<file path="src/rtl/core/vtpg_pkg.sv">
// vtpg_pkg: shared types, field widths and codes for the rectangle test pattern generator
// no dependencies; imported by vtpg_color_pipe and video_test_pattern_generator_unit

package vtpg_pkg;

   localparam int PIX_W       = 12;
   localparam int CSR_RES_W   = 13;
   localparam int CSR_CELLS_W = 8;
   localparam int COLOR_W     = 32;
   localparam int STEP_W      = 8;
   localparam int MODEL_W     = 2;
   localparam int BITS_W      = 6;
   localparam int ADDR_W      = 26;
   localparam int COUNT_W     = 3;
   localparam int STATUS_W    = 2;
   localparam int CSR_INDEX_W = 3;
   localparam int CSR_DATA_W  = 48;

   localparam int DIV_STEPS   = 4;
   localparam int COLOR_LAT   = 4;

   localparam logic [CSR_INDEX_W-1:0] CSR_H_RES       = 3'd0;
   localparam logic [CSR_INDEX_W-1:0] CSR_V_RES       = 3'd1;
   localparam logic [CSR_INDEX_W-1:0] CSR_CELLS       = 3'd2;
   localparam logic [CSR_INDEX_W-1:0] CSR_FIRST_COLOR = 3'd3;
   localparam logic [CSR_INDEX_W-1:0] CSR_COLOR_STEP  = 3'd4;
   localparam logic [CSR_INDEX_W-1:0] CSR_COLOR_MODEL = 3'd5;
   localparam logic [CSR_INDEX_W-1:0] CSR_PIXEL_BITS  = 3'd6;
   localparam logic [CSR_INDEX_W-1:0] CSR_LAYOUT      = 3'd7;

   localparam logic [MODEL_W-1:0] MODEL_INDEXED = 2'd0;
   localparam logic [MODEL_W-1:0] MODEL_DIRECT  = 2'd1;

   localparam logic [STATUS_W-1:0] STATUS_DRAWN      = 2'd0;
   localparam logic [STATUS_W-1:0] STATUS_OFF_GRID   = 2'd1;
   localparam logic [STATUS_W-1:0] STATUS_OFF_SCREEN = 2'd2;

   typedef struct packed {
      logic [7:0] b_pos;
      logic [7:0] b_size;
      logic [7:0] g_pos;
      logic [7:0] g_size;
      logic [7:0] r_pos;
      logic [7:0] r_size;
   } layout_type;

   typedef struct packed {
      logic [CSR_RES_W-1:0]   h_res;
      logic [CSR_RES_W-1:0]   v_res;
      logic [CSR_CELLS_W-1:0] cells;
      logic [COLOR_W-1:0]     first_color;
      logic [STEP_W-1:0]      color_step;
      logic [MODEL_W-1:0]     color_model;
      logic [BITS_W-1:0]      pixel_bits;
      layout_type             layout;
   } csr_regs_type;

   localparam csr_regs_type CSR_RESET = '{
      h_res:       13'd1024,
      v_res:       13'd768,
      cells:       8'd1,
      first_color: 32'd0,
      color_step:  8'd0,
      color_model: MODEL_INDEXED,
      pixel_bits:  6'd8,
      layout:      48'd0
   };

   typedef struct packed {
      logic [PIX_W-1:0] pixel_x;
      logic [PIX_W-1:0] pixel_y;
   } pixel_req_type;

   typedef struct packed {
      logic [COLOR_W-1:0]  pixel_color;
      logic [ADDR_W-1:0]   byte_address;
      logic [COUNT_W-1:0]  byte_count;
      logic [STATUS_W-1:0] status;
   } pixel_rsp_type;

   typedef struct packed {
      logic valid;
      logic off_screen;
   } track_type;

endpackage

</file>
<file path="src/rtl/core/vtpg_div_pipe.sv">
// vtpg_div_pipe: pipelined restoring divider, STEPS quotient bits per stage
// no package dependencies; used by the top level for cell size and cell index

module vtpg_div_pipe #(
   parameter int NUM_W = 13,
   parameter int DEN_W = 8,
   parameter int STEPS = 4
) (
   input  logic             clock,
   input  logic [NUM_W-1:0] dividend,
   input  logic [DEN_W-1:0] divisor,
   output logic [NUM_W-1:0] quotient
);

   localparam int LAT = (NUM_W + STEPS - 1) / STEPS;

   logic [DEN_W-1:0] rem_ff  [LAT];
   logic [DEN_W-1:0] rem_in  [LAT];
   logic [NUM_W-1:0] acc_ff  [LAT];
   logic [NUM_W-1:0] acc_in  [LAT];
   logic [DEN_W-1:0] den_ff  [LAT];
   logic [DEN_W-1:0] rem_src [LAT];
   logic [NUM_W-1:0] acc_src [LAT];
   logic [DEN_W-1:0] den_src [LAT];

   always_comb begin
      rem_src[0] = '0;
      acc_src[0] = dividend;
      den_src[0] = divisor;
      for (int s = 1; s < LAT; s++) begin
         rem_src[s] = rem_ff[s-1];
         acc_src[s] = acc_ff[s-1];
         den_src[s] = den_ff[s-1];
      end
   end

   // shift one dividend bit into the remainder per step, quotient bits enter at the bottom
   always_comb begin
      logic [DEN_W-1:0] rem;
      logic [NUM_W-1:0] acc;
      logic [DEN_W:0]   trial;
      rem   = '0;
      acc   = '0;
      trial = '0;
      for (int s = 0; s < LAT; s++) begin
         rem = rem_src[s];
         acc = acc_src[s];
         for (int t = 0; t < STEPS; t++) begin
            if (s * STEPS + t < NUM_W) begin
               trial = {rem, acc[NUM_W-1]};
               acc   = {acc[NUM_W-2:0], 1'b0};
               if (trial >= {1'b0, den_src[s]}) begin
                  trial  = trial - {1'b0, den_src[s]};
                  acc[0] = 1'b1;
               end
               rem = trial[DEN_W-1:0];
            end
         end
         rem_in[s] = rem;
         acc_in[s] = acc;
      end
   end

   always_ff @(posedge clock) begin
      for (int s = 0; s < LAT; s++) begin
         rem_ff[s] <= rem_in[s];
         acc_ff[s] <= acc_in[s];
         den_ff[s] <= den_src[s];
      end
   end

   assign quotient = acc_ff[LAT-1];

endmodule

</file>
<file path="src/rtl/core/vtpg_color_pipe.sv">
// vtpg_color_pipe: four-stage color datapath, indexed, direct and constant color models
// depends on vtpg_pkg for the register struct, widths and model codes

module vtpg_color_pipe import vtpg_pkg::*; (
   input  logic                   clock,
   input  csr_regs_type           cfg,
   input  logic [CSR_CELLS_W-1:0] row,
   input  logic [CSR_CELLS_W-1:0] col,
   input  logic                   drawn,
   output logic [COLOR_W-1:0]     color
);

   function automatic logic [COLOR_W-1:0] low_mask(input logic [7:0] n);
      low_mask = (n >= 8'd32) ? '1 : ((COLOR_W'(1) << n[4:0]) - COLOR_W'(1));
   endfunction

   function automatic logic [COLOR_W-1:0] pack_chan(
      input logic [COLOR_W-1:0] base,
      input logic [COLOR_W-1:0] add,
      input logic [7:0]         size,
      input logic [7:0]         pos
   );
      logic [COLOR_W-1:0] sum;
      sum       = (base + add) & low_mask(size);
      pack_chan = (pos >= 8'd32) ? '0 : (sum << pos[4:0]);
   endfunction

   logic [CSR_CELLS_W:0] pair_sum;
   logic [15:0]          in_prod_ff;
   logic [15:0]          col_step1_ff;
   logic [15:0]          row_step1_ff;
   logic [16:0]          sum_step1_ff;
   logic [7:0]           col1_ff;
   logic                 drawn1_ff;

   logic [15:0]          idx2_ff;
   logic [15:0]          col_step2_ff;
   logic [15:0]          row_step2_ff;
   logic [16:0]          sum_step2_ff;
   logic [COLOR_W-1:0]   base_r_ff;
   logic [COLOR_W-1:0]   base_g_ff;
   logic [COLOR_W-1:0]   base_b_ff;
   logic                 drawn2_ff;

   logic [23:0]          idx_step3_ff;
   logic [COLOR_W-1:0]   direct3_ff;
   logic                 drawn3_ff;

   logic [COLOR_W-1:0]   sel_color;
   logic [COLOR_W-1:0]   color_ff;

   assign pair_sum = (CSR_CELLS_W + 1)'(row) + (CSR_CELLS_W + 1)'(col);

   // products of cell position with the cell count and with the step
   always_ff @(posedge clock) begin
      in_prod_ff   <= 16'(row) * 16'(cfg.cells);
      col_step1_ff <= 16'(col) * 16'(cfg.color_step);
      row_step1_ff <= 16'(row) * 16'(cfg.color_step);
      sum_step1_ff <= 17'(pair_sum) * 17'(cfg.color_step);
      col1_ff      <= col;
      drawn1_ff    <= drawn;
   end

   // cell number and channel extraction
   always_ff @(posedge clock) begin
      idx2_ff      <= in_prod_ff + 16'(col1_ff);
      col_step2_ff <= col_step1_ff;
      row_step2_ff <= row_step1_ff;
      sum_step2_ff <= sum_step1_ff;
      base_r_ff    <= (cfg.first_color >> cfg.layout.r_pos[4:0]) & low_mask(cfg.layout.r_size);
      base_g_ff    <= (cfg.first_color >> cfg.layout.g_pos[4:0]) & low_mask(cfg.layout.g_size);
      base_b_ff    <= (cfg.first_color >> cfg.layout.b_pos[4:0]) & low_mask(cfg.layout.b_size);
      drawn2_ff    <= drawn1_ff;
   end

   always_ff @(posedge clock) begin
      idx_step3_ff <= 24'(idx2_ff) * 24'(cfg.color_step);
      direct3_ff   <= pack_chan(base_r_ff, COLOR_W'(col_step2_ff),
                                cfg.layout.r_size, cfg.layout.r_pos)
                    | pack_chan(base_g_ff, COLOR_W'(row_step2_ff),
                                cfg.layout.g_size, cfg.layout.g_pos)
                    | pack_chan(base_b_ff, COLOR_W'(sum_step2_ff),
                                cfg.layout.b_size, cfg.layout.b_pos);
      drawn3_ff    <= drawn2_ff;
   end

   always_comb begin
      case (cfg.color_model)
         MODEL_INDEXED: sel_color = cfg.first_color + COLOR_W'(idx_step3_ff);
         MODEL_DIRECT:  sel_color = direct3_ff;
         default:       sel_color = cfg.first_color;
      endcase
   end

   always_ff @(posedge clock) begin
      color_ff <= drawn3_ff ? (sel_color & low_mask(8'(cfg.pixel_bits))) : '0;
   end

   assign color = color_ff;

endmodule

</file>
<file path="src/rtl/core/video_test_pattern_generator_unit.sv">
// video_test_pattern_generator_unit: one pixel per clock while not busy; an accepted beat passes
// delays matching the cell-size divide, then the cell-index divide and the color stages, before its strobe;
// busy follows reset, so no beat is taken in reset
// synchronous reset restores the register defaults and drops every beat in flight
// the receiver cannot stall; each result is on the rsp ports for exactly one cycle
// depends on vtpg_pkg, vtpg_div_pipe and vtpg_color_pipe

module video_test_pattern_generator_unit import vtpg_pkg::*; #(
   parameter int MAX_RESOLUTION = 4096
) (
   input  logic                   clock,
   input  logic                   reset,
   input  logic                   start,
   output logic                   busy,
   input  pixel_req_type          req_pixel,
   output logic                   rsp_strobe,
   output pixel_rsp_type          rsp_result,
   input  logic                   csr_write_en,
   input  logic [CSR_INDEX_W-1:0] csr_index,
   input  logic [CSR_DATA_W-1:0]  csr_data
);

   localparam int RES_LOG    = $clog2(MAX_RESOLUTION + 1);
   localparam int RES_W      = (RES_LOG < CSR_RES_W) ? RES_LOG : CSR_RES_W;
   localparam logic [RES_W-1:0] RES_CAP =
      (MAX_RESOLUTION >= (1 << RES_W)) ? {RES_W{1'b1}} : RES_W'(MAX_RESOLUTION);
   localparam int LAT_RES    = (RES_W + DIV_STEPS - 1) / DIV_STEPS;
   localparam int LAT_PIX    = (PIX_W + DIV_STEPS - 1) / DIV_STEPS;
   localparam int DIV_DONE   = LAT_RES + LAT_PIX;
   localparam int LAT        = DIV_DONE + COLOR_LAT;
   localparam int PROD_W     = PIX_W + RES_W;
   localparam int ADDR_STAGE = 4;

   csr_regs_type        cfg_ff;
   csr_regs_type        cfg_in;
   logic [RES_W-1:0]    h_res;
   logic [RES_W-1:0]    v_res;
   logic [BITS_W-1:0]   bits_clamped;
   logic [COUNT_W-1:0]  bytes;
   logic                accept;
   logic                off_in;

   track_type           trk_ff [1:LAT-1];
   pixel_req_type       xy_ff  [1:LAT_RES];

   logic [RES_W-1:0]    cell_w;
   logic [RES_W-1:0]    cell_h;
   logic [PIX_W-1:0]    col_idx;
   logic [PIX_W-1:0]    row_idx;
   logic                off_grid;
   logic                drawn;
   logic [COLOR_W-1:0]  color;

   logic [PROD_W-1:0]   prod_ff;
   logic [ADDR_W-1:0]   base_ff;
   logic [ADDR_W-1:0]   addr_in;
   logic [ADDR_W-1:0]   addr_ff [ADDR_STAGE:LAT-1];
   logic                grid_ff [DIV_DONE+1:LAT-1];

   logic                rsp_strobe_ff;
   logic [STATUS_W-1:0] status_ff;
   logic [ADDR_W-1:0]   addr_out_ff;
   logic [COUNT_W-1:0]  count_ff;

   // register file
   always_comb begin
      cfg_in = cfg_ff;
      if (csr_write_en) begin
         case (csr_index)
            CSR_H_RES:       cfg_in.h_res       = csr_data[CSR_RES_W-1:0];
            CSR_V_RES:       cfg_in.v_res       = csr_data[CSR_RES_W-1:0];
            CSR_CELLS:       cfg_in.cells       = csr_data[CSR_CELLS_W-1:0];
            CSR_FIRST_COLOR: cfg_in.first_color = csr_data[COLOR_W-1:0];
            CSR_COLOR_STEP:  cfg_in.color_step  = csr_data[STEP_W-1:0];
            CSR_COLOR_MODEL: cfg_in.color_model = csr_data[MODEL_W-1:0];
            CSR_PIXEL_BITS:  cfg_in.pixel_bits  = csr_data[BITS_W-1:0];
            CSR_LAYOUT:      cfg_in.layout      = csr_data;
            default:         cfg_in             = cfg_ff;
         endcase
      end
   end

   always_ff @(posedge clock) begin
      if (reset) begin
         cfg_ff <= CSR_RESET;
      end else begin
         cfg_ff <= cfg_in;
      end
   end

   assign h_res = (cfg_ff.h_res > CSR_RES_W'(RES_CAP)) ? RES_CAP : cfg_ff.h_res[RES_W-1:0];
   assign v_res = (cfg_ff.v_res > CSR_RES_W'(RES_CAP)) ? RES_CAP : cfg_ff.v_res[RES_W-1:0];
   assign bits_clamped = (cfg_ff.pixel_bits > 6'd32) ? 6'd32 : cfg_ff.pixel_bits;
   assign bytes = COUNT_W'((bits_clamped + 6'd7) >> 3);

   assign busy   = reset;
   assign accept = start && !busy;
   assign off_in = (CSR_RES_W'(req_pixel.pixel_x) >= CSR_RES_W'(h_res))
                || (CSR_RES_W'(req_pixel.pixel_y) >= CSR_RES_W'(v_res));

   // valid and off-screen flag per beat
   always_ff @(posedge clock) begin
      if (reset) begin
         for (int k = 1; k <= LAT - 1; k++) begin
            trk_ff[k] <= '0;
         end
      end else begin
         trk_ff[1] <= '{valid: accept, off_screen: off_in};
         for (int k = 2; k <= LAT - 1; k++) begin
            trk_ff[k] <= trk_ff[k-1];
         end
      end
   end

   always_ff @(posedge clock) begin
      xy_ff[1] <= req_pixel;
      for (int k = 2; k <= LAT_RES; k++) begin
         xy_ff[k] <= xy_ff[k-1];
      end
   end

   // cell size, then cell index
   vtpg_div_pipe #(
      .NUM_W (RES_W),
      .DEN_W (CSR_CELLS_W),
      .STEPS (DIV_STEPS)
   ) u_div_cell_w (
      .clock    (clock),
      .dividend (h_res),
      .divisor  (cfg_ff.cells),
      .quotient (cell_w)
   );

   vtpg_div_pipe #(
      .NUM_W (RES_W),
      .DEN_W (CSR_CELLS_W),
      .STEPS (DIV_STEPS)
   ) u_div_cell_h (
      .clock    (clock),
      .dividend (v_res),
      .divisor  (cfg_ff.cells),
      .quotient (cell_h)
   );

   vtpg_div_pipe #(
      .NUM_W (PIX_W),
      .DEN_W (RES_W),
      .STEPS (DIV_STEPS)
   ) u_div_col (
      .clock    (clock),
      .dividend (xy_ff[LAT_RES].pixel_x),
      .divisor  (cell_w),
      .quotient (col_idx)
   );

   vtpg_div_pipe #(
      .NUM_W (PIX_W),
      .DEN_W (RES_W),
      .STEPS (DIV_STEPS)
   ) u_div_row (
      .clock    (clock),
      .dividend (xy_ff[LAT_RES].pixel_y),
      .divisor  (cell_h),
      .quotient (row_idx)
   );

   // no cells, zero-size cells or the remainder strip
   assign off_grid = (cfg_ff.cells == '0)
                  || (CSR_RES_W'(cfg_ff.cells) > CSR_RES_W'(h_res))
                  || (CSR_RES_W'(cfg_ff.cells) > CSR_RES_W'(v_res))
                  || (col_idx >= PIX_W'(cfg_ff.cells))
                  || (row_idx >= PIX_W'(cfg_ff.cells));
   assign drawn = !trk_ff[DIV_DONE].off_screen && !off_grid;

   vtpg_color_pipe u_color (
      .clock (clock),
      .cfg   (cfg_ff),
      .row   (row_idx[CSR_CELLS_W-1:0]),
      .col   (col_idx[CSR_CELLS_W-1:0]),
      .drawn (drawn),
      .color (color)
   );

   always_ff @(posedge clock) begin
      grid_ff[DIV_DONE+1] <= off_grid;
      for (int k = DIV_DONE + 2; k <= LAT - 1; k++) begin
         grid_ff[k] <= grid_ff[k-1];
      end
   end

   // byte address
   always_comb begin
      case (bytes)
         3'd1:    addr_in = base_ff;
         3'd2:    addr_in = base_ff << 1;
         3'd3:    addr_in = base_ff + (base_ff << 1);
         3'd4:    addr_in = base_ff << 2;
         default: addr_in = '0;
      endcase
   end

   always_ff @(posedge clock) begin
      prod_ff             <= PROD_W'(xy_ff[1].pixel_y) * PROD_W'(h_res);
      base_ff             <= ADDR_W'(prod_ff) + ADDR_W'(xy_ff[2].pixel_x);
      addr_ff[ADDR_STAGE] <= addr_in;
      for (int k = ADDR_STAGE + 1; k <= LAT - 1; k++) begin
         addr_ff[k] <= addr_ff[k-1];
      end
   end

   // output register
   always_ff @(posedge clock) begin
      if (reset) begin
         rsp_strobe_ff <= 1'b0;
      end else begin
         rsp_strobe_ff <= trk_ff[LAT-1].valid;
      end
   end

   always_ff @(posedge clock) begin
      if (trk_ff[LAT-1].off_screen) begin
         status_ff <= STATUS_OFF_SCREEN;
      end else if (grid_ff[LAT-1]) begin
         status_ff <= STATUS_OFF_GRID;
      end else begin
         status_ff <= STATUS_DRAWN;
      end
      addr_out_ff <= trk_ff[LAT-1].off_screen ? '0 : addr_ff[LAT-1];
      count_ff    <= bytes;
   end

   assign rsp_strobe = rsp_strobe_ff;
   assign rsp_result = '{
      pixel_color:  color,
      byte_address: addr_out_ff,
      byte_count:   count_ff,
      status:       status_ff
   };

   a_beat_gives_result: assert property (@(posedge clock) disable iff (reset)
      start && !busy |-> ##LAT rsp_strobe)
      else $error("accepted beat produced no result");

   a_result_has_beat: assert property (@(posedge clock) disable iff (reset)
      rsp_strobe |-> $past(start && !busy, LAT))
      else $error("result strobe without an accepted beat");

   a_off_screen_zero: assert property (@(posedge clock) disable iff (reset)
      rsp_strobe && (rsp_result.status == STATUS_OFF_SCREEN)
         |-> (rsp_result.pixel_color == '0) && (rsp_result.byte_address == '0))
      else $error("off-screen result carries color or address");

endmodule
</file>
<file path="config.mk">
export PLATFORM = sky130hd
export DESIGN_NAME = video_test_pattern_generator_unit
export DESIGN_NICKNAME = d
export VERILOG_FILES = /design/src/rtl/core/vtpg_pkg.sv /design/src/rtl/core/vtpg_div_pipe.sv /design/src/rtl/core/vtpg_color_pipe.sv /design/src/rtl/core/video_test_pattern_generator_unit.sv
export SDC_FILE = /design/constraint.sdc
export NUM_CORES = 2
export LEC_CHECK = 0
export BUFFER_PORTS_ARGS = -buffer_cell sky130_fd_sc_hd__buf_4
export CAP_MARGIN = 20
export CORE_MARGIN = 5
export CORE_UTILIZATION = 50
export DETAILED_ROUTE_END_ITERATION = 7
export PLACE_DENSITY = 0.71
export SYNTH_ARGS = -nofsm -noshare
export SYNTH_HDL_FRONTEND = slang
export SYNTH_SLANG_ARGS = --single-unit
</file>
<file path="constraint.sdc">
create_clock -name clock -period 11.1 [get_ports clock]
set_clock_uncertainty 0.1 [all_clocks]
set_input_delay 1.665 -clock clock [delete_from_list [all_inputs] [get_ports clock]]
set_output_delay 1.665 -clock clock [all_outputs]
set_load 0.01 [all_outputs]
</file>
==> results.env <==
SETUP_TNS_PS=0
CRITICALPATHCATEGORY='flop to flop'
CP_DATA_REQUIRED_TIME_PS=11680
VIOLATED_CHECKS='design-rule violations'
TIMING.HOLD.WORST_PATH_DEPTH=0
LAYOUT.CORE_UTILIZATION=0.549
HOLD_PATH.STARTPOINT='u_color.col_step1_ff[6]'
SIGNED_AREA_CHANGE_FROM_THE_SYNTHESIZED_NETLIST_TO_THE_FINAL_LAYOUT_PCT=9.26
SYN_INST=10600
HTREEDEPTH=4
NUMPORTBUFFERS=143
DRT_FIRST_PASS_ITERS=8
MIN-DELAY-PATH-CLASS='flop to flop'
POST_ROUTE_CELLS_DRIVE_ABOVE_1_SHARE=0.0959
CLOCKROOTBUFFER='sky130_fd_sc_hd__clkbuf_16'
WORST-SLEW-PIN-TRANSITION_PS=1210
YS_SEQ_AREA_FRAC=0.262
TRITONCTS_CLOCK_TREE='built'
LAYOUT_COMMON_CELLS='sky130_fd_sc_hd__dfxtp_1, sky130_fd_sc_hd__nand2_1, sky130_fd_sc_hd__ha_1, sky130_fd_sc_hd__inv_1, sky130_fd_sc_hd__a21oi_1'
SYN_AREA_UM2=91000
SLOWEST_STAGE='sky130_fd_sc_hd__fa_1'
CLK_TRANSITION_REPORTED_PATHS_PS=60
PIN_COUNT=144
ANTENNA_FOUND_INITIAL=13
PRECTSSETUPSLACK_PS=134
GLOBAL_ROUTE.OVERFLOW_TOTAL=0
CLOCK_INSERTION_DELAY_WORST_SKEW_PS=800
VIA_COUNT=79000
PLACE.GP.CONGESTION=1.02
STARTING_DENSITY_OF_THE_CORE=0.503
GRT_FIRST_PASS_WIRELENGTH_MM=436
WORST_IR_DROP_VDD_uV=579
WORST_R2R_STARTPOINT='u_div_row.den_ff[0][0]'
MAX-CLOCK-PATH-BUFFERS=3
TIMING.FINAL.WS_SETUP_PS=650
WORST_SETUP_PATH_END_KIND='flop'
PLACE_AREA_UM2=94500
PLACE.DETAILED.HPWL_MM=218
NUMBER_OF_SETUP_VIOLATIONS_IN_THE_FINAL_REPORT=0
REG2REG_SLACK_PS=650
FP.DIEW_UM=437
NUMBER_OF_PINS_EXCEEDING_THEIR_MAX_SLEW_LIMIT_IN_THE_FINAL_REPORT=0
TIMING.CRITICAL_PATH.SLOWEST_CELL_DELAY_PS=440
SHARE_OF_FLIP_FLOPS_WITH_AN_ASYNCHRONOUS_SET_OR_RESET_AFTER_SYNTHESIS=0
MAX-CAP-VIOLATIONS=0
SYNTH_AREA_PER_CELL_UM2=8.56
GRT_PASS1_VIAS=77200
OVERALL_DIE_HEIGHT_UM=437
ARRIVAL_PS=11030
PATH_MAX_FANOUT=22
STATUS='finished, violations left'
NUMCTSBUFFERS=133
DRT.ANTENNA.VIOLATING_NETS=0
TIMING.CRITICAL_PATH.MODE_CELL='sky130_fd_sc_hd__o21ai_0'
FINAL_PERIOD_MINUS_WORST_SETUP_SLACK_PS=10450
GRT_START_MAX_NET_PINS=82
CTS_NUM_SINKS=1191
PLACEMENTROWS=156
SYNTH_SEQ_CELLS=1191
POSTSYNTHNETCOUNT=12000
AVGROUTEDWIREPERCELL_UM=21.5
R2R-END='u_div_row.rem_ff[0][15]'
GR-USAGE-ALL-LAYERS=0.285
SYNTH_WARNINGS=0
RR_WORST_DEPTH=49
STARTPOINT_TYPE='flop'
TOP_FLIP_FLOP_CELL_BY_INSTANCE_COUNT_AFTER_SYNTHESIS='sky130_fd_sc_hd__dfxtp_1'
DETAIL_ROUTE.DRC_VIOLATIONS=1
TIMING.HOLD.WORST_ENDPOINT='u_color.col_step2_ff[6]'
ROUTED_WIRELENGTH_MM=282
TIMING.MAX_SLEW.REL_SLACK=0.189
FINAL_NETS=12000
STATIC_POWER_DUE_TO_LEAKAGE_nW=44.6
SYNTH_ENABLE_FLOP_CELLS=0
DRT_ITER0_DRC=7729
CORE_AREA_UM2=181000
FINALCRITPERIODSHARE=0.941
CELLPOWERDENSITY_nW_PER_UM2=253
AVGVIACOUNTPERCELL=6.03
ACHIEVABLE-FREQUENCY_MHz=95.7
DIEAREA_UM2=191000
SYNTH.LIB_CELLS_USED.DISTINCT=106
HOLD_VIOL=0
FINAL_DESIGN_AREA_NO_FILL_UM2=99400
LAYOUT.CELLS.MOST_COMMON='sky130_fd_sc_hd__dfxtp_1'
-- cells by family after synthesis --
family / after synthesis / share of synthesized area
AOI/OAI and AO/OA: 2474 / 0.175
xor gates and xnor gates: 466 / 0.0449
adders and majority gates: 1325 / 0.215
buffers and inverters: 1353 / 0.0563
DFF: 1191 / 0.262
muxes: 539 / 0.0746
and+or+nand+nor: 3278 / 0.173
-- where the power goes --
group / switching, W / internal, W
Clock: 0.00201 / 0.00260
Combinational: 0.00796 / 0.00711
Sequential: 0.000395 / 0.00509
-- cells in the mapped netlist (153+ instances only) --
| cell | number | share of area |
|---|---|---|
| sky130_fd_sc_hd__fa_1 | 394 | 0.087 |
| sky130_fd_sc_hd__nor2_1 | 683 | 0.028 |
| sky130_fd_sc_hd__dfxtp_1 | 1191 | 0.26 |
| sky130_fd_sc_hd__and2_1 | 283 | 0.019 |
| sky130_fd_sc_hd__a21o_1 | 190 | 0.016 |
| sky130_fd_sc_hd__nor3_1 | 205 | 0.011 |
| sky130_fd_sc_hd__xor2_1 | 153 | 0.015 |
| sky130_fd_sc_hd__ha_1 | 931 | 0.13 |
| sky130_fd_sc_hd__a21oi_1 | 755 | 0.042 |
| sky130_fd_sc_hd__o21ai_0 | 548 | 0.030 |
| sky130_fd_sc_hd__nand2_1 | 1175 | 0.048 |
| sky130_fd_sc_hd__clkbuf_1 | 359 | 0.015 |
| sky130_fd_sc_hd__mux2i_1 | 198 | 0.022 |
| sky130_fd_sc_hd__nor2b_1 | 212 | 0.015 |
| sky130_fd_sc_hd__inv_1 | 894 | 0.037 |
| sky130_fd_sc_hd__xnor2_1 | 313 | 0.030 |
| sky130_fd_sc_hd__mux2_2 | 247 | 0.031 |
-- metal layers --
metal,wire [µm],track usage
met1,114000,0.357
met2,131000,0.473
met3,20100,0.0437
met4,17200,0.151
met5,11,0
-- worst max-delay path by stage --
| stage | slack (ps) | endpoint | cells after the start | startpoint |
|---|---|---|---|---|
| 3_5_place_dp | 130 | u_div_row.rem_ff[0][14] | 48 | u_div_row.den_ff[0][1] |
| 3_3_place_gp | 180 | u_div_row.rem_ff[0][21] | 50 | u_div_row.den_ff[0][1] |
| 2_1_floorplan | 760 | u_div_row.rem_ff[0][15] | 48 | u_div_row.den_ff[0][1] |
| 4_1_cts | 70 | u_div_row.rem_ff[0][14] | 48 | u_div_row.den_ff[0][1] |
| 5_1_grt | -40 | u_div_row.rem_ff[0][15] | 50 | u_div_row.den_ff[0][0] |
| 6_report | 650 | u_div_row.rem_ff[0][15] | 49 | u_div_row.den_ff[0][0] |
-- sequential cells by signal (all words and copies together), names as in the netlist, 32 cells and up --
register / flops
u_color.direct3_ff: 32
u_color.base_b_ff: 32
u_color.base_r_ff: 32
cfg_ff: 130
u_div_col.acc_ff: 36
u_color.base_g_ff: 32
u_div_cell_h.acc_ff: 52
u_div_cell_w.acc_ff: 52
xy_ff: 96
u_color.color: 32
u_div_row.acc_ff: 36
addr_ff: 182
-- critical path, delay by kind of cell (launching register included) --
kind	cells	cell delay, ps
multiplexers	2	630
adder cells (fa/ha/maj)	5	1770
AO/OA/AOI/OAI	27	5140
flip-flops	1	430
AND/OR/NAND/NOR	7	1090
buffers and inverters	8	1180
-- area by class of cell --
class | count | area (µm²)
Sequential cell | 1191 | 23900
Inverter | 912 | 3430
Clock inverter | 83 | 1120
Timing Repair Buffer | 306 | 2330
Tap cell | 2370 | 2970
Multi-Input combinational cell | 8082 | 62100
Antenna cell | 3 | 7.51
Clock buffer | 156 | 3570
Fill cell | 16200 | 81500
-- what timing repair did --
| item | 4_1_cts | 5_1_grt |
|---|---|---|
| endpoints found under the setup margin | 0 | 64 |
| hold buffers | 0 | 0 |
| hold endpoints to repair | 0 | 0 |
| gates resized for setup | 0 | 31 |
| setup buffers | 0 | 11 |
-- per-stage QoR --
stage | cells | total power, W | hold WS, ps
after floorplan | 10600 | 0.0173 | 210
after global placement | 12800 | 0.0198 | 210
after detailed placement | 12800 | 0.0203 | 212
after CTS | 13100 | 0.0251 | 190
after global routing | 13100 | 0.0272 | 197
final | 13100 | 0.0252 | 196
No activity file was read; power rests on OpenSTA's default activity.
